**src/asw_pkg.sv**
```systemverilog
// shared types, constants and codes of the arq sender window
// no dependencies
package asw_pkg;

  localparam int SLOTS     = 8;
  localparam int SLOT_W    = $clog2(SLOTS);
  localparam int TIME_BITS = 32;
  localparam int SEQ_W     = 8;
  localparam int KIND_W    = 3;
  localparam int FUNC_W    = 2;
  localparam int ID_W      = 16;
  localparam int WIN_W     = 4;
  localparam int TMO_W     = 20;
  localparam int ADDR_W    = 4;
  localparam int DATA_W    = 32;

  localparam logic [FUNC_W-1:0] FN_SEND = 2'd0;
  localparam logic [FUNC_W-1:0] FN_ACK  = 2'd1;
  localparam logic [FUNC_W-1:0] FN_TICK = 2'd2;

  localparam logic [KIND_W-1:0] KIND_SENT    = 3'd0;
  localparam logic [KIND_W-1:0] KIND_FULL    = 3'd1;
  localparam logic [KIND_W-1:0] KIND_TAKEN   = 3'd2;
  localparam logic [KIND_W-1:0] KIND_IGNORED = 3'd3;
  localparam logic [KIND_W-1:0] KIND_CORRUPT = 3'd4;
  localparam logic [KIND_W-1:0] KIND_RESEND  = 3'd5;

  localparam logic [1:0] REG_OWN_ID  = 2'd0;
  localparam logic [1:0] REG_WINDOW  = 2'd1;
  localparam logic [1:0] REG_TIMEOUT = 2'd2;

  localparam logic [ID_W-1:0]  OWN_ID_RST  = '0;
  localparam logic [WIN_W-1:0] WINDOW_RST  = 4'd8;
  localparam logic [TMO_W-1:0] TIMEOUT_RST = 20'd100000;
  localparam logic [SEQ_W-1:0] SEQ_RST     = 8'd255;

  typedef enum logic [3:0] {
    ST_IDLE  = 4'b0001,
    ST_PREP  = 4'b0010,
    ST_SCAN  = 4'b0100,
    ST_FLUSH = 4'b1000
  } state_t;

  typedef struct packed {
    logic [KIND_W-1:0] kind;
    logic [SEQ_W-1:0]  seq;
    logic [SLOT_W-1:0] slot;
    logic              found;
  } res_t;

  typedef struct packed {
    logic                 alloc;
    logic                 free;
    logic                 renew;
    logic [SLOT_W-1:0]    idx;
    logic [SEQ_W-1:0]     seq;
    logic [TIME_BITS-1:0] deadline;
  } slot_wr_t;

  typedef struct packed {
    logic                 valid;
    logic [SEQ_W-1:0]     seq;
    logic [TIME_BITS-1:0] deadline;
  } slot_rd_t;

endpackage

```
**src/arq_sender_window.sv**
```systemverilog
// sender window of a selective-repeat arq with SLOTS retransmission slots.
// a send request, an ack or a time tick is taken as one input word while the
// block is idle; the slots are then scanned one per cycle through a single
// compare/subtract unit, and the scan pauses while the output word is not taken.
// in_ready is low from the accepting edge until idle again: via prep, scan and
// flush on a send, a good own ack or a tick, via flush alone on a refused send,
// corrupt or foreign ack, never on an unused code; the final word pauses too.
// a tick emits one resend word per expired slot in slot order; the last word of an
// input with words sets out_last. depends on asw_pkg, asw_slots, asw_scan
module arq_sender_window import asw_pkg::*; (
  input  logic                clk,
  input  logic                rst_n,
  input  logic                in_valid,
  output logic                in_ready,
  input  logic [FUNC_W-1:0]   in_func,
  input  logic [ID_W-1:0]     in_ack_dst,
  input  logic [SEQ_W-1:0]    in_ack_seq,
  input  logic                in_ack_crc_ok,
  output logic                out_valid,
  input  logic                out_ready,
  output logic [KIND_W-1:0]   out_kind,
  output logic [SEQ_W-1:0]    out_seq,
  output logic [SLOT_W-1:0]   out_slot,
  output logic                out_slot_found,
  output logic                out_last,
  input  logic                psel,
  input  logic                penable,
  input  logic                pwrite,
  input  logic [ADDR_W-1:0]   paddr,
  input  logic [DATA_W-1:0]   pwdata,
  output logic [DATA_W-1:0]   prdata,
  output logic                pready
);

  state_t               state_r, state_nxt;
  logic [SLOT_W-1:0]    idx_r, idx_nxt;
  logic [FUNC_W-1:0]    func_r, func_nxt;
  logic [SEQ_W-1:0]     ack_seq_r, ack_seq_nxt;
  logic [TIME_BITS-1:0] now_r, now_nxt;
  logic [TIME_BITS-1:0] new_dl_r, new_dl_nxt;
  logic [SEQ_W-1:0]     next_seq_r, next_seq_nxt;
  logic [SEQ_W-1:0]     last_sent_r, last_sent_nxt;
  logic [SEQ_W-1:0]     last_acked_r, last_acked_nxt;
  logic [ID_W-1:0]      own_id_r;
  logic [WIN_W-1:0]     win_r;
  logic [TMO_W-1:0]     tmo_r;
  logic                 pend_valid_r, pend_valid_nxt;
  res_t                 pend_r, pend_nxt;
  logic                 out_valid_r, out_valid_nxt;
  res_t                 out_r, out_nxt;
  logic                 out_last_r, out_last_nxt;

  logic                 in_fire;
  logic                 out_free;
  logic                 push;
  logic                 push_last;
  logic                 hit;
  logic                 idx_end;
  logic                 win_open;
  logic [SEQ_W-1:0]     in_flight;
  logic                 cfg_wr;
  slot_wr_t             wr;
  slot_rd_t             entry;

  asw_slots u_slots (
    .clk    (clk),
    .rst_n  (rst_n),
    .rd_idx (idx_r),
    .wr     (wr),
    .rd     (entry)
  );

  asw_scan u_scan (
    .func    (func_r),
    .entry   (entry),
    .ack_seq (ack_seq_r),
    .now     (now_r),
    .hit     (hit)
  );

  assign in_ready  = (state_r == ST_IDLE);
  assign in_fire   = in_valid && in_ready;
  assign out_free  = !out_valid_r || out_ready;
  assign idx_end   = (idx_r == SLOT_W'(SLOTS - 1));
  assign in_flight = last_sent_r - last_acked_r;
  assign win_open  = (in_flight < {{(SEQ_W-WIN_W){1'b0}}, win_r});

  always_comb begin
    state_nxt      = state_r;
    idx_nxt        = idx_r;
    func_nxt       = func_r;
    ack_seq_nxt    = ack_seq_r;
    now_nxt        = now_r;
    new_dl_nxt     = new_dl_r;
    next_seq_nxt   = next_seq_r;
    last_sent_nxt  = last_sent_r;
    last_acked_nxt = last_acked_r;
    pend_valid_nxt = pend_valid_r;
    pend_nxt       = pend_r;
    push           = 1'b0;
    push_last      = 1'b0;
    wr             = '0;
    wr.idx         = idx_r;
    wr.seq         = next_seq_r;
    wr.deadline    = new_dl_r;

    case (state_r)
      ST_IDLE: begin
        if (in_fire) begin
          func_nxt    = in_func;
          ack_seq_nxt = in_ack_seq;
          idx_nxt     = '0;
          case (in_func)
            FN_SEND: begin
              if (win_open) begin
                state_nxt = ST_PREP;
              end else begin
                pend_valid_nxt = 1'b1;
                pend_nxt       = '{KIND_FULL, next_seq_r, '0, 1'b0};
                state_nxt      = ST_FLUSH;
              end
            end
            FN_ACK: begin
              if (!in_ack_crc_ok) begin
                pend_valid_nxt = 1'b1;
                pend_nxt       = '{KIND_CORRUPT, in_ack_seq, '0, 1'b0};
                state_nxt      = ST_FLUSH;
              end else if (in_ack_dst != own_id_r) begin
                pend_valid_nxt = 1'b1;
                pend_nxt       = '{KIND_IGNORED, in_ack_seq, '0, 1'b0};
                state_nxt      = ST_FLUSH;
              end else begin
                state_nxt = ST_PREP;
              end
            end
            FN_TICK: begin
              now_nxt   = now_r + TIME_BITS'(1);
              state_nxt = ST_PREP;
            end
            default: begin
              state_nxt = ST_IDLE;
            end
          endcase
        end
      end
      ST_PREP: begin
        new_dl_nxt = now_r + {{(TIME_BITS-TMO_W){1'b0}}, tmo_r};
        state_nxt  = ST_SCAN;
      end
      ST_SCAN: begin
        if (hit) begin
          if (!pend_valid_r || out_free) begin
            push           = pend_valid_r;
            pend_valid_nxt = 1'b1;
            case (func_r)
              FN_SEND: begin
                wr.alloc      = 1'b1;
                pend_nxt      = '{KIND_SENT, next_seq_r, idx_r, 1'b1};
                next_seq_nxt  = next_seq_r + SEQ_W'(1);
                last_sent_nxt = last_sent_r + SEQ_W'(1);
                state_nxt     = ST_FLUSH;
              end
              FN_ACK: begin
                wr.free        = 1'b1;
                pend_nxt       = '{KIND_TAKEN, ack_seq_r, idx_r, 1'b0};
                last_acked_nxt = last_acked_r + SEQ_W'(1);
                state_nxt      = ST_FLUSH;
              end
              default: begin
                wr.renew = 1'b1;
                pend_nxt = '{KIND_RESEND, entry.seq, idx_r, 1'b0};
                idx_nxt  = idx_r + SLOT_W'(1);
                if (idx_end) state_nxt = ST_FLUSH;
              end
            endcase
          end
        end else if (idx_end) begin
          state_nxt = ST_FLUSH;
          case (func_r)
            FN_SEND: begin
              pend_valid_nxt = 1'b1;
              pend_nxt       = '{KIND_SENT, next_seq_r, '0, 1'b0};
              next_seq_nxt   = next_seq_r + SEQ_W'(1);
              last_sent_nxt  = last_sent_r + SEQ_W'(1);
            end
            FN_ACK: begin
              pend_valid_nxt = 1'b1;
              pend_nxt       = '{KIND_IGNORED, ack_seq_r, '0, 1'b0};
            end
            default: begin
              pend_valid_nxt = pend_valid_r;
            end
          endcase
        end else begin
          idx_nxt = idx_r + SLOT_W'(1);
        end
      end
      ST_FLUSH: begin
        if (!pend_valid_r) begin
          state_nxt = ST_IDLE;
        end else if (out_free) begin
          push           = 1'b1;
          push_last      = 1'b1;
          pend_valid_nxt = 1'b0;
          state_nxt      = ST_IDLE;
        end
      end
      default: begin
        state_nxt = ST_IDLE;
      end
    endcase
  end

  always_comb begin
    out_valid_nxt = out_valid_r;
    out_nxt       = out_r;
    out_last_nxt  = out_last_r;
    if (out_valid_r && out_ready) out_valid_nxt = 1'b0;
    if (push) begin
      out_valid_nxt = 1'b1;
      out_nxt       = pend_r;
      out_last_nxt  = push_last;
    end
  end

  always_ff @(posedge clk) begin
    if (!rst_n) begin
      state_r      <= ST_IDLE;
      now_r        <= '0;
      next_seq_r   <= '0;
      last_sent_r  <= SEQ_RST;
      last_acked_r <= SEQ_RST;
      pend_valid_r <= 1'b0;
      out_valid_r  <= 1'b0;
    end else begin
      state_r      <= state_nxt;
      now_r        <= now_nxt;
      next_seq_r   <= next_seq_nxt;
      last_sent_r  <= last_sent_nxt;
      last_acked_r <= last_acked_nxt;
      pend_valid_r <= pend_valid_nxt;
      out_valid_r  <= out_valid_nxt;
    end
  end

  always_ff @(posedge clk) begin
    idx_r     <= idx_nxt;
    func_r    <= func_nxt;
    ack_seq_r <= ack_seq_nxt;
    new_dl_r  <= new_dl_nxt;
    pend_r    <= pend_nxt;
    out_r     <= out_nxt;
    out_last_r <= out_last_nxt;
  end

  // configuration registers
  assign cfg_wr = psel && penable && pwrite;

  always_ff @(posedge clk) begin
    if (!rst_n) begin
      own_id_r <= OWN_ID_RST;
      win_r    <= WINDOW_RST;
      tmo_r    <= TIMEOUT_RST;
    end else if (cfg_wr) begin
      case (paddr[ADDR_W-1:2])
        REG_OWN_ID:  own_id_r <= pwdata[ID_W-1:0];
        REG_WINDOW:  win_r    <= pwdata[WIN_W-1:0];
        REG_TIMEOUT: tmo_r    <= pwdata[TMO_W-1:0];
        default: begin
          own_id_r <= own_id_r;
        end
      endcase
    end
  end

  always_comb begin
    case (paddr[ADDR_W-1:2])
      REG_OWN_ID:  prdata = {{(DATA_W-ID_W){1'b0}}, own_id_r};
      REG_WINDOW:  prdata = {{(DATA_W-WIN_W){1'b0}}, win_r};
      REG_TIMEOUT: prdata = {{(DATA_W-TMO_W){1'b0}}, tmo_r};
      default:     prdata = '0;
    endcase
  end

  assign pready         = 1'b1;
  assign out_valid      = out_valid_r;
  assign out_kind       = out_r.kind;
  assign out_seq        = out_r.seq;
  assign out_slot       = out_r.slot;
  assign out_slot_found = out_r.found;
  assign out_last       = out_last_r;

endmodule

```
**src/asw_slots.sv**
```systemverilog
// retransmission slot table: valid bits, sequence numbers, deadlines
// depends on asw_pkg
module asw_slots import asw_pkg::*; (
  input  logic              clk,
  input  logic              rst_n,
  input  logic [SLOT_W-1:0] rd_idx,
  input  slot_wr_t          wr,
  output slot_rd_t          rd
);

  logic [SLOTS-1:0]     valid_r;
  logic [SLOTS-1:0]     valid_nxt;
  logic [SEQ_W-1:0]     seq_r [SLOTS];
  logic [TIME_BITS-1:0] dl_r  [SLOTS];

  always_comb begin
    valid_nxt = valid_r;
    if (wr.alloc) valid_nxt[wr.idx] = 1'b1;
    if (wr.free)  valid_nxt[wr.idx] = 1'b0;
  end

  always_ff @(posedge clk) begin
    if (!rst_n) begin
      valid_r <= '0;
    end else begin
      valid_r <= valid_nxt;
    end
  end

  always_ff @(posedge clk) begin
    if (wr.alloc) begin
      seq_r[wr.idx] <= wr.seq;
    end
    if (wr.alloc || wr.renew) begin
      dl_r[wr.idx] <= wr.deadline;
    end
  end

  assign rd.valid    = valid_r[rd_idx];
  assign rd.seq      = seq_r[rd_idx];
  assign rd.deadline = dl_r[rd_idx];

endmodule

```
**src/asw_scan.sv**
```systemverilog
// per-slot test of the scan: free slot, ack match or expired deadline
// depends on asw_pkg
module asw_scan import asw_pkg::*; (
  input  logic [FUNC_W-1:0]    func,
  input  slot_rd_t             entry,
  input  logic [SEQ_W-1:0]     ack_seq,
  input  logic [TIME_BITS-1:0] now,
  output logic                 hit
);

  logic [TIME_BITS-1:0] diff;

  assign diff = now - entry.deadline;

  always_comb begin
    case (func)
      FN_SEND: hit = !entry.valid;
      FN_ACK:  hit = entry.valid && (entry.seq == ack_seq);
      FN_TICK: hit = entry.valid && !diff[TIME_BITS-1];
      default: hit = 1'b0;
    endcase
  end

endmodule

```
**config.mk**
```make
export PLATFORM = sky130hd
export DESIGN_NAME = arq_sender_window
export DESIGN_NICKNAME = d
export VERILOG_FILES = /design/src/asw_pkg.sv /design/src/arq_sender_window.sv /design/src/asw_slots.sv /design/src/asw_scan.sv
export SDC_FILE = /design/constraint.sdc
export NUM_CORES = 1
export LEC_CHECK = 0
export ABC_AREA = 1
export ABC_CLOCK_PERIOD_IN_PS = 7000
export BUFFER_PORTS_ARGS = -buffer_cell sky130_fd_sc_hd__buf_2
export CORE_ASPECT_RATIO = 1.25
export CORE_MARGIN = 4
export CORE_UTILIZATION = 30
export DETAILED_ROUTE_END_ITERATION = 8
export MAX_ROUTING_LAYER = met4
export REMOVE_ABC_BUFFERS = 1
export SLEW_MARGIN = 15
export SYNTH_ARGS = -nofsm -noshare
export SYNTH_HDL_FRONTEND = slang
export SYNTH_SLANG_ARGS = --single-unit
```
**constraint.sdc**
```tcl
create_clock -name clk -period 7 [get_ports clk]
set_clock_uncertainty 0.15 [all_clocks]
set_input_delay 0.35 -clock clk [delete_from_list [all_inputs] [get_ports clk]]
set_output_delay 0.35 -clock clk [all_outputs]
set_load 0.02 [all_outputs]
```
==> summary.txt <==
CTS root buffer: clkbuf_16
Routed WL: 58,700 microns
Synth area leader: edfxtp_1
Fmax: 187 MHz
CP Class: reg2reg
Synth top area share: 52.0%
Met3 Track Usage GR: 1.92%
Final setup vio count: 0
CTS tree: done
PortBufs: 93
Top cells by area, synth: edfxtp_1, dfxtp_1, o21ai_0
Antenna viol nets, final: 0
Hold Crit Class: in2reg
CP Data Required Time: 7.07 ns
Most common cell in the netlist: edfxtp_1
Met1 usage: 17.7%
Nets: 2,410
Most crowded layer after global routing: met2
TritonRoute pass-1 iters: 7
Finished Layout Cells: 3,280
RD Place Congestion: 0.890
Worst skew pair latency: 0.62 ns
Drt via density: 4.97
Post-place instance area: 0.0244 sq mm
Core Area: 0.0751 sq mm
Global route overflow: 0
Met2 global-route usage: 25.9%
DRT iter0 DRCs: 1,085
Wire length of the first global-routing pass: 90,700 microns
YS warnings: 0
Io pins: 121
Placed insts: 3,152
Sequential area share after synthesis: 61.9%
Die Span Y: 317 microns
EDFF count, synth: 396
Leak Pwr: 9.64 nW
Dpl hpwl: 38,000 microns
Peak VDD IR: 0.000175 V
Worst hold slack: 0.0447 ns
Status: finished, final reports clean
Design area: 0.0263 sq mm
Inserted Diodes: 0
Pwr dens: 293 mW/mm^2
Final hold vios: 0
Full die area: 0.0807 sq mm
Die X: 255 microns
CTS buffer count: 51
Max cap viols: 0
Post-synth cell types: 59
GRT Total Usage: 14.7%
Initial antenna violation count: 0
Async SR Flop Fraction: 0%
Mapped Cells: 2,159
Pins Over Slew Limit: 0
WP data arrival: 5.43 ns
RSZ-0062 raised after global routing: no
Min cycle time layout: 5.35 ns
Ys flop type: edfxtp_1
CP Max Fanout: 76
Vias in the first global route: 16,600
DR WL/cell: 17.9 microns
Final worst-path cycle share: 76.5%
Synthesized area per cell: 10.6 sq um
Clk sinks: 509
Post-synth top cells: edfxtp_1, nor2_1, o21ai_0
Fin util: 35.0%
Worst relative slew slack: 38.9%
CTS Hold Bufs: 32
PostCTS Resize Cnt: 0
Yosys reg bits: 509
Worst-path clk slew: 0.06 ns
Setup crit end kind: register
Rows: 112
H-Tree Depth: 2
Layout cells sized above 1: 10.8%
Cell Area, Synth: 0.0228 sq mm
Setup TNS: 0 ns
DRC Markers: 0
Area Growth Syn to Fin: 15.1%
Initial Util: 30.4%
Clock tree buffer depth: 3
Vias post-DR: 16,300
Post-CTS setup buffer count: 0
Worst-Margin Slew: 0.917 ns
CP startpoint kind: register
Largest net degree at the start of global routing: 77
==> placed cells by master, fill, tap and decap left out, types with 29 or more instances in the layout <==
| master | n |
|---|---|
| o221ai_1 | 44 |
| nor3_1 | 31 |
| dlygate4sd3_1 | 32 |
| a21oi_1 | 86 |
| edfxtp_1 | 396 |
| ha_1 | 70 |
| nand3_1 | 82 |
| nor2_1 | 290 |
| nand2_1 | 255 |
| o21ai_0 | 265 |
| clkbuf_16 | 51 |
| xor2_1 | 49 |
| o211ai_1 | 29 |
| buf_2 | 93 |
| dfxtp_1 | 110 |
| inv_1 | 155 |
| o22ai_1 | 35 |
==> layer usage <==
metal,routed length [microns],up-vias
met1,25300,8023
met5,0,-
met3,2490,86
li1,-,7845
met4,1200,0
met2,29800,356
==> final cells by class <==
class                           count  area [sq um]
Fill cell                        7392         48800
Clock inverter                     26           208
Inverter                          167           629
Sequential cell                   509         14200
Timing Repair Buffer              148          1050
Clock buffer                       70          1380
Tap cell                          969          1210
Multi-Input combinational cell   1391          7670
==> power breakdown <==
part | leakage [nW] | switching [mW] | total [mW] | internal (mW)
Combinational | 4.34 | 1.09 | 1.57 | 0.479
Clock | 0.769 | 1.18 | 2.61 | 1.43
Sequential | 4.54 | 0.139 | 3.53 | 3.39
Total | 9.64 | 2.40 | 7.70 | 5.30
==> sequential cells by signal (all words and copies together), names as in the netlist, 15 cells and up, named ones only <==
| signal | count |
|---|---|
| now_r | 32 |
| u_slots.dl_r | 256 |
| pend_r | 15 |
| own_id_r | 16 |
| u_slots.seq_r | 64 |
| tmo_r | 20 |
| new_dl_r | 32 |
==> stage by stage <==
step	total power [mW]	setup slack, ns
4_1_cts	7.77	1.67
3_3_place_gp	5.09	1.76
5_1_grt	8.11	1.22
6_report	7.70	1.65
2_1_floorplan	4.59	-1.05
3_5_place_dp	5.15	1.72
==> worst max-delay path, cell delays in order, from the launching register on <==
cell and delay [ns]:
dfxtp_4 0.43, buf_4 0.66, o21ai_0 0.20, o221ai_1 0.21, o21ai_0 0.18, ha_1 0.38
a21oi_1 0.22, o21ai_0 0.16, nand2_1 0.08, o311ai_0 0.16, a21oi_1 0.24, nand3_1 0.13
nand3_1 0.16, nand2_1 0.12, nand2_1 0.11, nand2_2 0.11, nor2_2 0.09, buf_4 0.22
o211ai_4 0.24, nor2_4 0.15, buf_4 0.49
==> final timing paths <==
check | startpoint | to | slack, ns | cells past startpoint
max | register | u_slots.dl_r[0][9]$_DFFE_PP_ | 1.65 | 20
min | in_ack_crc_ok | pend_r[13]$_DFFE_PP_ | 0.04 | 3
max reg2reg | register | u_slots.dl_r[0][9]$_DFFE_PP_ | 1.65 | 20
min reg2reg | pend_r[7]$_DFFE_PP_ | out_seq[3]$_DFFE_PP_ | 0.27 | 0
==> kinds of logic after synthesis <==
family,count (synthesis),share of synthesized area [%]
buffers and inverters,270,4.98
flip-flops,509,61.9
AO/OA/AOI/OAI,517,13.2
XOR/XNOR,64,2.45
adder cells (fa/ha/maj),72,4.01
AND/OR/NAND/NOR,725,13.4
other,2,0.0329
No activity file was read; power rests on OpenSTA's default activity.
